**src/rtl/core/wan_pkg.sv**
```systemverilog
package wan_pkg;

  // Table geometry
  localparam int DaysPerWeek        = 7;
  localparam int SlotsPerDayDefault = 4;

  // Field widths
  localparam int DayW    = 3;
  localparam int HourW   = 5;
  localparam int MinuteW = 6;
  localparam int IdxW    = 2;
  localparam int CfgW    = 7;
  localparam int LeadW   = 6;
  localparam int BuzzW   = 2;

  // Register reset values
  localparam logic [DaysPerWeek-1:0] DaysMaskReset = 7'd127;
  localparam logic [LeadW-1:0]       LeadReset     = 6'd10;

  // Chime hours
  localparam logic [HourW-1:0] ChimeFirstHour = 5'd6;
  localparam logic [HourW-1:0] ChimeLastHour  = 5'd23;
  localparam logic [HourW-1:0] LoudHourA      = 5'd7;
  localparam logic [HourW-1:0] LoudHourB      = 5'd12;
  localparam logic [HourW-1:0] LoudHourC      = 5'd18;
  localparam logic [6:0]       MinutesPerHour = 7'd60;

  // Command codes
  localparam logic CMD_TICK  = 1'b0;
  localparam logic CMD_WRITE = 1'b1;

  // Configuration register indexes
  localparam logic CFG_DAYS_MASK = 1'b0;
  localparam logic CFG_LEAD      = 1'b1;

  // Buzzer codes
  localparam logic [BuzzW-1:0] BUZZ_OFF    = 2'd0;
  localparam logic [BuzzW-1:0] BUZZ_NORMAL = 2'd1;
  localparam logic [BuzzW-1:0] BUZZ_LOUD   = 2'd2;

  typedef enum logic [1:0] {
    ST_IDLE,
    ST_SCAN,
    ST_DONE
  } state_e;

  // Controller to datapath
  typedef struct packed {
    logic load;   // transaction accepted, latch fields
    logic rd_en;  // read slot at rd_idx
    logic eval;   // registered slot data is valid, fold it in
  } ctrl_cmd_t;

  // Datapath to controller
  typedef struct packed {
    logic day_active;  // weekday of incoming tick is enabled
    logic hit_up;      // slot under check lies in the lead window
  } dp_status_t;

endpackage

```
**src/rtl/core/weekly_alarm_notifier_core.sv**
```systemverilog
// A write or a tick on a disabled day reports in the cycle after start.
// A tick on an enabled day scans its slots one per cycle through the registered
// slot memory read and ends early on a hit. The receiver cannot stall.
// Throughput: a new transaction is taken in the cycle that shows the result.
// Reset clears all slots to inactive, the day mask to all days and lead to 10.
// done_o is high for a single cycle; upcoming_o and buzzer_o hold to the next load.
module weekly_alarm_notifier_core #(
  parameter int SLOTS_PER_DAY = wan_pkg::SlotsPerDayDefault
) (
  input  logic                         clk_i,
  input  logic                         rst_ni,
  input  logic                         start,
  output logic                         busy,
  input  logic                         cmd_i,
  input  logic [wan_pkg::DayW-1:0]     weekday_i,
  input  logic [wan_pkg::HourW-1:0]    hour_i,
  input  logic [wan_pkg::MinuteW-1:0]  minute_i,
  input  logic                         chime_enable_i,
  input  logic [wan_pkg::IdxW-1:0]     slot_index_i,
  input  logic                         slot_active_i,
  input  logic [wan_pkg::HourW-1:0]    slot_hour_i,
  input  logic [wan_pkg::MinuteW-1:0]  slot_minute_i,
  input  logic                         cfg_we_i,
  input  logic                         cfg_index_i,
  input  logic [wan_pkg::CfgW-1:0]     cfg_wdata_i,
  output logic                         done_o,
  output logic                         upcoming_o,
  output logic [wan_pkg::BuzzW-1:0]    buzzer_o
);
  import wan_pkg::*;

  localparam int SlotIdxW = (SLOTS_PER_DAY > 1) ? $clog2(SLOTS_PER_DAY) : 1;

  ctrl_cmd_t             ctrl_cmd;
  dp_status_t            dp_status;
  logic [SlotIdxW-1:0]   rd_idx;

  // Scan sequencer
  wan_ctrl #(
    .SlotsPerDay (SLOTS_PER_DAY),
    .SlotIdxW    (SlotIdxW)
  ) u_ctrl (
    .clk_i    (clk_i),
    .rst_ni   (rst_ni),
    .start    (start),
    .cmd_in_i (cmd_i),
    .status_i (dp_status),
    .cmd_o    (ctrl_cmd),
    .rd_idx_o (rd_idx),
    .busy     (busy),
    .done_o   (done_o)
  );

  // Slot store, compare and chime logic
  wan_datapath #(
    .SlotsPerDay (SLOTS_PER_DAY),
    .SlotIdxW    (SlotIdxW)
  ) u_datapath (
    .clk_i          (clk_i),
    .rst_ni         (rst_ni),
    .cmd_i          (ctrl_cmd),
    .rd_idx_i       (rd_idx),
    .status_o       (dp_status),
    .cfg_we_i       (cfg_we_i),
    .cfg_index_i    (cfg_index_i),
    .cfg_wdata_i    (cfg_wdata_i),
    .cmd_in_i       (cmd_i),
    .weekday_i      (weekday_i),
    .hour_i         (hour_i),
    .minute_i       (minute_i),
    .chime_enable_i (chime_enable_i),
    .slot_index_i   (slot_index_i),
    .slot_active_i  (slot_active_i),
    .slot_hour_i    (slot_hour_i),
    .slot_minute_i  (slot_minute_i),
    .upcoming_o     (upcoming_o),
    .buzzer_o       (buzzer_o)
  );

endmodule

```
**src/rtl/core/wan_datapath.sv**
```systemverilog
module wan_datapath #(
  parameter int SlotsPerDay = wan_pkg::SlotsPerDayDefault,
  parameter int SlotIdxW    = 2
) (
  input  logic                              clk_i,
  input  logic                              rst_ni,
  input  wan_pkg::ctrl_cmd_t                cmd_i,
  input  logic [SlotIdxW-1:0]               rd_idx_i,
  output wan_pkg::dp_status_t               status_o,
  input  logic                              cfg_we_i,
  input  logic                              cfg_index_i,
  input  logic [wan_pkg::CfgW-1:0]          cfg_wdata_i,
  input  logic                              cmd_in_i,
  input  logic [wan_pkg::DayW-1:0]          weekday_i,
  input  logic [wan_pkg::HourW-1:0]         hour_i,
  input  logic [wan_pkg::MinuteW-1:0]       minute_i,
  input  logic                              chime_enable_i,
  input  logic [wan_pkg::IdxW-1:0]          slot_index_i,
  input  logic                              slot_active_i,
  input  logic [wan_pkg::HourW-1:0]         slot_hour_i,
  input  logic [wan_pkg::MinuteW-1:0]       slot_minute_i,
  output logic                              upcoming_o,
  output logic [wan_pkg::BuzzW-1:0]         buzzer_o
);
  import wan_pkg::*;

  localparam int Depth = DaysPerWeek * SlotsPerDay;
  localparam int AddrW = (Depth > 1) ? $clog2(Depth) : 1;

  // Configuration registers
  logic [DaysPerWeek-1:0] days_mask_q;
  logic [LeadW-1:0]       lead_q;

  always_ff @(posedge clk_i or negedge rst_ni) begin
    if (!rst_ni) begin
      days_mask_q <= DaysMaskReset;
      lead_q      <= LeadReset;
    end else if (cfg_we_i) begin
      case (cfg_index_i)
        CFG_DAYS_MASK: days_mask_q <= cfg_wdata_i[DaysPerWeek-1:0];
        CFG_LEAD:      lead_q      <= cfg_wdata_i[LeadW-1:0];
        default:       lead_q      <= lead_q;
      endcase
    end
  end

  // Day enable lookup, weekday seven reads as inactive
  logic [7:0] day_vec;
  logic       hit_up;
  assign day_vec  = {1'b0, days_mask_q};
  assign status_o = '{day_active: day_vec[weekday_i], hit_up: hit_up};

  // Latched tick fields
  logic [DayW-1:0]    day_q;
  logic [HourW-1:0]   hour_q;
  logic [MinuteW-1:0] minute_q;
  logic               chime_q;

  always_ff @(posedge clk_i) begin
    if (cmd_i.load) begin
      day_q    <= weekday_i;
      hour_q   <= hour_i;
      minute_q <= minute_i;
      chime_q  <= chime_enable_i & (cmd_in_i == CMD_TICK);
    end
  end

  // Slot store: active bits in flops cleared at reset, time fields in memory
  logic [Depth-1:0]               active_q;
  logic [HourW+MinuteW-1:0]       mem_q [Depth];
  logic                           wr_en;
  logic [AddrW-1:0]               waddr;
  logic [AddrW-1:0]               raddr;
  logic                           rd_act_q;
  logic [HourW-1:0]               rd_hour_q;
  logic [MinuteW-1:0]             rd_min_q;

  assign wr_en = cmd_i.load && (cmd_in_i == CMD_WRITE) &&
                 (32'(weekday_i) < DaysPerWeek) && (32'(slot_index_i) < SlotsPerDay);
  assign waddr = AddrW'(32'(weekday_i) * SlotsPerDay + 32'(slot_index_i));
  assign raddr = AddrW'(32'(day_q) * SlotsPerDay + 32'(rd_idx_i));

  always_ff @(posedge clk_i or negedge rst_ni) begin
    if (!rst_ni) begin
      active_q <= '0;
    end else if (wr_en) begin
      active_q[waddr] <= slot_active_i;
    end
  end

  always_ff @(posedge clk_i) begin
    if (wr_en) begin
      mem_q[waddr] <= {slot_hour_i, slot_minute_i};
    end
  end

  always_ff @(posedge clk_i) begin
    if (cmd_i.rd_en) begin
      rd_act_q              <= active_q[raddr];
      {rd_hour_q, rd_min_q} <= mem_q[raddr];
    end
  end

  // Window compare on the slot under check
  logic [6:0] now_plus_lead;
  logic [6:0] slot_plus_hour;
  logic       same_hour;
  logic       next_hour;
  logic       hit_sig;

  assign now_plus_lead  = 7'(minute_q) + 7'(lead_q);
  assign slot_plus_hour = 7'(rd_min_q) + MinutesPerHour;
  assign same_hour      = (hour_q == rd_hour_q);
  assign next_hour      = ((6'(hour_q) + 6'd1) == 6'(rd_hour_q));
  assign hit_sig        = rd_act_q && same_hour && (minute_q == rd_min_q);

  always_comb begin
    hit_up = 1'b0;
    if (rd_act_q) begin
      if (same_hour) begin
        hit_up = (7'(rd_min_q) <= now_plus_lead) && (rd_min_q >= minute_q);
      end else if (next_hour) begin
        hit_up = (slot_plus_hour < now_plus_lead);
      end
    end
  end

  // Result accumulation
  logic upcoming_q;
  logic signal_q;

  always_ff @(posedge clk_i or negedge rst_ni) begin
    if (!rst_ni) begin
      upcoming_q <= 1'b0;
      signal_q   <= 1'b0;
    end else if (cmd_i.load) begin
      upcoming_q <= 1'b0;
      signal_q   <= 1'b0;
    end else if (cmd_i.eval) begin
      upcoming_q <= upcoming_q | hit_up;
      signal_q   <= signal_q | hit_sig;
    end
  end

  // Buzzer decode
  always_comb begin
    buzzer_o = BUZZ_OFF;
    if (chime_q && (hour_q >= ChimeFirstHour) && (hour_q <= ChimeLastHour) &&
        (signal_q || (minute_q == '0))) begin
      if (signal_q || (hour_q inside {LoudHourA, LoudHourB, LoudHourC})) begin
        buzzer_o = BUZZ_LOUD;
      end else begin
        buzzer_o = BUZZ_NORMAL;
      end
    end
  end

  assign upcoming_o = upcoming_q;

endmodule

```
**src/rtl/core/wan_ctrl.sv**
```systemverilog
module wan_ctrl #(
  parameter int SlotsPerDay = wan_pkg::SlotsPerDayDefault,
  parameter int SlotIdxW    = 2
) (
  input  logic                  clk_i,
  input  logic                  rst_ni,
  input  logic                  start,
  input  logic                  cmd_in_i,
  input  wan_pkg::dp_status_t   status_i,
  output wan_pkg::ctrl_cmd_t    cmd_o,
  output logic [SlotIdxW-1:0]   rd_idx_o,
  output logic                  busy,
  output logic                  done_o
);
  import wan_pkg::*;

  state_e                state_q, state_d;
  logic [SlotIdxW-1:0]   idx_q;
  logic                  issued_all_q;
  logic                  chk_valid_q;
  logic                  chk_last_q;
  logic                  accept;
  logic                  idx_last;

  assign busy     = (state_q == ST_SCAN);
  assign done_o   = (state_q == ST_DONE);
  assign accept   = start && !busy;
  assign idx_last = (idx_q == SlotIdxW'(SlotsPerDay - 1));
  assign rd_idx_o = idx_q;

  // State register
  always_ff @(posedge clk_i or negedge rst_ni) begin
    if (!rst_ni) begin
      state_q <= ST_IDLE;
    end else begin
      state_q <= state_d;
    end
  end

  // Next state and commands
  always_comb begin
    state_d     = state_q;
    cmd_o.load  = 1'b0;
    cmd_o.rd_en = 1'b0;
    cmd_o.eval  = 1'b0;
    case (state_q)
      ST_IDLE, ST_DONE: begin
        cmd_o.load = accept;
        if (accept) begin
          if (cmd_in_i == CMD_TICK && status_i.day_active) begin
            state_d = ST_SCAN;
          end else begin
            state_d = ST_DONE;
          end
        end else begin
          state_d = ST_IDLE;
        end
      end
      ST_SCAN: begin
        cmd_o.rd_en = !issued_all_q;
        cmd_o.eval  = chk_valid_q;
        if (chk_valid_q && (status_i.hit_up || chk_last_q)) begin
          state_d = ST_DONE;
        end
      end
      default: state_d = ST_IDLE;
    endcase
  end

  // Slot counter and read pipeline tracking
  always_ff @(posedge clk_i or negedge rst_ni) begin
    if (!rst_ni) begin
      idx_q        <= '0;
      issued_all_q <= 1'b0;
      chk_valid_q  <= 1'b0;
      chk_last_q   <= 1'b0;
    end else if (cmd_o.load) begin
      idx_q        <= '0;
      issued_all_q <= 1'b0;
      chk_valid_q  <= 1'b0;
      chk_last_q   <= 1'b0;
    end else if (state_q == ST_SCAN) begin
      chk_valid_q <= cmd_o.rd_en;
      chk_last_q  <= idx_last;
      if (cmd_o.rd_en) begin
        if (idx_last) begin
          issued_all_q <= 1'b1;
        end else begin
          idx_q <= idx_q + SlotIdxW'(1);
        end
      end
    end
  end

  // A write transaction always reports in the next cycle
  a_write_done: assert property (@(posedge clk_i) disable iff (!rst_ni)
    accept && (cmd_in_i == CMD_WRITE) |=> done_o)
    else $error("write transaction did not complete in one cycle");

  // A slot is only checked after it was read
  a_chk_after_read: assert property (@(posedge clk_i) disable iff (!rst_ni)
    (state_q == ST_SCAN) && chk_valid_q |-> $past(cmd_o.rd_en))
    else $error("slot checked without a read");

  // Every scan starts at slot zero
  a_scan_from_zero: assert property (@(posedge clk_i) disable iff (!rst_ni)
    (state_q != ST_SCAN) ##1 (state_q == ST_SCAN) |-> (idx_q == '0) && !chk_valid_q)
    else $error("scan did not start at slot zero");

  // Once all reads are issued the counter sits on the last slot
  a_last_held: assert property (@(posedge clk_i) disable iff (!rst_ni)
    (state_q == ST_SCAN) && issued_all_q |-> idx_last)
    else $error("slot counter moved past the last slot");

endmodule
```
**config.mk**
```make
export PLATFORM = sky130hd
export DESIGN_NAME = weekly_alarm_notifier_core
export DESIGN_NICKNAME = d
export VERILOG_FILES = /design/src/rtl/core/wan_pkg.sv /design/src/rtl/core/weekly_alarm_notifier_core.sv /design/src/rtl/core/wan_datapath.sv /design/src/rtl/core/wan_ctrl.sv
export SDC_FILE = /design/constraint.sdc
export NUM_CORES = 1
export LEC_CHECK = 0
export ABC_AREA = 1
export CAP_MARGIN = 10
export CORE_MARGIN = 4
export CORE_UTILIZATION = 55
export CTS_CLUSTER_SIZE = 25
export DETAILED_ROUTE_END_ITERATION = 10
export DONT_BUFFER_PORTS = 1
export HOLD_SLACK_MARGIN = 0.06
export PLACE_DENSITY = 0.71
export RECOVER_POWER = 25
export SLEW_MARGIN = 20
export SYNTH_ARGS = -nofsm -noshare
export SYNTH_HDL_FRONTEND = slang
export SYNTH_HIERARCHICAL = 1
export SYNTH_SLANG_ARGS = --single-unit
```
**constraint.sdc**
```tcl
create_clock -name clk_i -period 3.3 [get_ports clk_i]
set_clock_uncertainty 0.1 [all_clocks]
set_input_delay 0.33 -clock clk_i [delete_from_list [all_inputs] [get_ports clk_i]]
set_output_delay 0.33 -clock clk_i [all_outputs]
set_load 0.01 [all_outputs]
```
==> metrics <==
CP max stage delay 0.55 ns; Root Driver clkbuf_16; cell area after synthesis 0.01623 mm2; WL per Instance 21.93 um; Gate power share 17.9%; layout cells sized above 1 8.752%; Setup-failing EPs final 0; Iteration-0 DRC Markers 1101; pwr dens 655.2 mW/mm2; CP max FO 3; Setup crit start kind flip-flop; WS Path Type flip-flop to flip-flop; post-cts resize count 0; Syn Nets 1448; count of cell types in the netlist 41; Post-Place Cells 1741; critical path data required time 3.61 ns; number of global-route vias before repair 10720; reg2reg path depth 19; total number of vias 11170; # DRC 0; sw frac 27.96%; Worst-path clk slew 0.07 ns; top cell type's share of synthesized area 61.97%; largest family of logic cells by synthesized area compound AO/OA/AOI/OAI gates; crit-path cells inv_1, fa_1, xor2_1, ha_1, nor2_1, nand2_1, nand2_1, nand2_1, nand2_1, nand2_1, nand3_1, nand2_1, nand2_1, nand2_1, and3_1, o21ai_0, nand2_1, nand2_1, inv_1; top cells by area, synth edfxtp_1 (62%), dfrtp_1 (6.3%), o21ai_0 (6.0%); Antenna Nets Post-Route 0; final slew viol count 0; core area 0.02894 mm2; most frequent CP cell nand2_1; adder-cell share of the synthesized area 2.050%; global route overflow 0; mux cell area share after synthesis 0.06937%; height of the die 179.8 um; warning count from the yosys run 6; CP Buf/Inv Count 2; sequential share of power 46.1%; IO buf count 0; most used routing layer in global routing met2; GRT Overall Usage 24.64%; max frequency 335.4 MHz; delay-heaviest family, CP simple AND/OR/NAND/NOR gates; Leak Pwr 6.801 nW; P&R area growth vs syn 14.39%; Mapped Avg Cell Area 11.76 um2; XOR/XNOR share of the synthesized area 0.3777%; initial antenna violation count 0; share of synthesized registers carrying an async set or reset 12.99%; largest net degree at the start of global routing 129; GRT met3 Usage 4.547%; GR Util met1 33.97%; RSZ-0062 raised after global routing no; maximum VDD drop 617.2 uV; Commonest cells post-synth edfxtp_1 (335), nor2_1 (211), o21ai_0 (193); total negative slack 0 ns; die area 0.03233 mm2; clk sinks 385; DRT Wirelength 40740 um; register area share after synthesis 69.75%; grt met2 use 40.67%; R2R Path End u_ctrl/state_q[1]; Reg2Reg Setup Slack 0.32 ns; Via-to-Cell Ratio 6.010; Syn Inst Count 1380; Starting Density 56.10%; # hold bufs at CTS 45; nets 1511; Post-synth EDFFs 335; Clock Path Buffers 3; # rows 62; cell taking the most area after synthesis edfxtp_1; maxcap violations 0; critical path's slowest cell dfstp_2; clock power share 35.9%; number of synthesized register bits 385; number of cells on the critical path 19; fin crit share 90.35%; WHS Endpoint u_datapath/days_mask_q[1]; gpl congestion 0.9039; CTS tree built; simple-gate portion of the synthesized area 10.82%; worst skew pair latency 0.53 ns; global-route wire length before repair 62630 um; H-tree depth 2; Psw 3.402 mW; Pre-antenna DRT Iters 6; Hold Vio Cnt, Final 0; Reg2Reg Launch Point u_datapath/lead_q[1]; status finished clean; Worst Tran Pin Value 1.463 ns; min Tclk post-route 2.981 ns; worst hold start cfg_we_i; I/O pin cnt 47; Int Pwr 8.764 mW; CTS Buf Count 39; ys flop type edfxtp_1; Post-CTS Setup Bufs 0; Max-slew headroom 2.488%; most frequent cell after synthesis edfxtp_1; CP Data Arrival Time 3.29 ns; hold depth 3; Antenna Cells 0; Die W 179.8 um; hold crit path type input port to flip-flop; hpwl dp 24520 um; Final Non-Filler Cells 1858; complex-gate fraction of the synthesized area 12.56%; Worst Setup End Kind flip-flop
routing by layer:
layer	part of all wire [%]	vias to the layer above
met5	0	-
met4	2.8	0
met3	8.4	78
met2	48	491
met1	40	5506
li1	-	5091
logic make-up (layout without fill, tap and decap cells):
| family | after synthesis | after routing |
|---|---|---|
| muxes | 1 | 1 |
| adders and majority gates | 26 | 26 |
| DFF | 385 | 385 |
| buffers and inverters | 167 | 261 |
| and+or+nand+nor | 434 | 434 |
| AOI/OAI and AO/OA | 360 | 360 |
| xor gates and xnor gates | 7 | 7 |
flip-flops by register name (all words and copies together), names as in the netlist, 2 cells and up:
register	cells
u_datapath/active_q	28
u_datapath/minute_q	6
u_datapath/lead_q	6
u_datapath/rd_hour_q	5
u_datapath/rd_min_q	6
u_ctrl/state_q	2
u_ctrl/rd_idx_o	2
u_datapath/mem_q	308
u_datapath/hour_q	5
u_datapath/day_q	3
u_datapath/days_mask_q	7
layout by cell type (no fill, tap or decap), drive strengths merged, types with 2 or more instances in the layout:
cell,Yosys,layout
edfxtp,335,335
nor2,212,212
o21ai,203,203
nand2,150,150
inv,95,96
a21oi,62,62
clkbuf,33,60
buf,39,54
o22ai,49,49
nand3,48,48
dfrtp,41,41
dlygate4sd3,0,33
o221ai,26,26
ha,25,25
clkinv,0,13
nand4,10,10
nor3,9,9
dfstp,9,9
a221oi,5,5
xor2,5,5
o211ai,4,4
bufinv,0,3
o31ai,3,3
o2111ai,3,3
clkinvlp,0,2
and3,2,2
a311o,2,2
nor4,2,2
xnor2,2,2
power groups by stage:
stage / Combinational, mW / Sequential [mW] / Clock, mW
6_report: 2.18 / 5.61 / 4.37
5_1_grt: 2.41 / 5.63 / 4.63
4_1_cts: 2.17 / 5.61 / 4.42
3_5_place_dp: 2.01 / 5.71 / 0
3_3_place_gp: 1.97 / 5.70 / 0
2_1_floorplan: 1.44 / 5.67 / 0
metrics by stage:
stage	setup slack, ns	power (mW)	hold WS (ns)	area (um2)	util [%]
after global routing	0.03807	12.67	0.1352	18570	64.17
final	0.3186	12.17	0.09764	18570	64.17
after CTS	0.3270	12.20	0.06914	18650	64.45
after floorplan	0.4509	7.109	-0.06559	16230	-
after detailed placement	0.3652	7.723	-0.06334	16820	58.14
after global placement	0.3625	7.671	-0.06296	16820	58.14
layout make-up:
type / count / area [um2]
Sequential cell: 385 / 11330
Fill cell: 2136 / 10370
Multi-Input combinational cell: 828 / 4202
Clock buffer: 53 / 1100
Timing Repair Buffer: 94 / 913.4
Tap cell: 384 / 480.5
Inverter: 95 / 359.1
Clock inverter: 19 / 187.7
tightest hold or removal path, stage by stage:
cell and delay, ns:
nand2_1 0.20, nand2_1 0.11, o21ai_0 0.07
worst max-delay path by stage:
| stage | start | to | slack, ns |
|---|---|---|---|
| floorplan | u_datapath/lead_q[1] | u_ctrl/state_q[1] | 0.45 |
| finish | u_datapath/lead_q[1] | u_ctrl/state_q[1] | 0.32 |
| global placement | u_datapath/lead_q[1] | u_ctrl/state_q[1] | 0.36 |
| detailed placement | u_datapath/lead_q[1] | u_ctrl/state_q[1] | 0.37 |
| CTS | u_datapath/lead_q[1] | u_ctrl/state_q[1] | 0.33 |
| global route | u_datapath/lead_q[1] | u_ctrl/state_q[1] | 0.04 |
(Power assumes the default switching activity.)
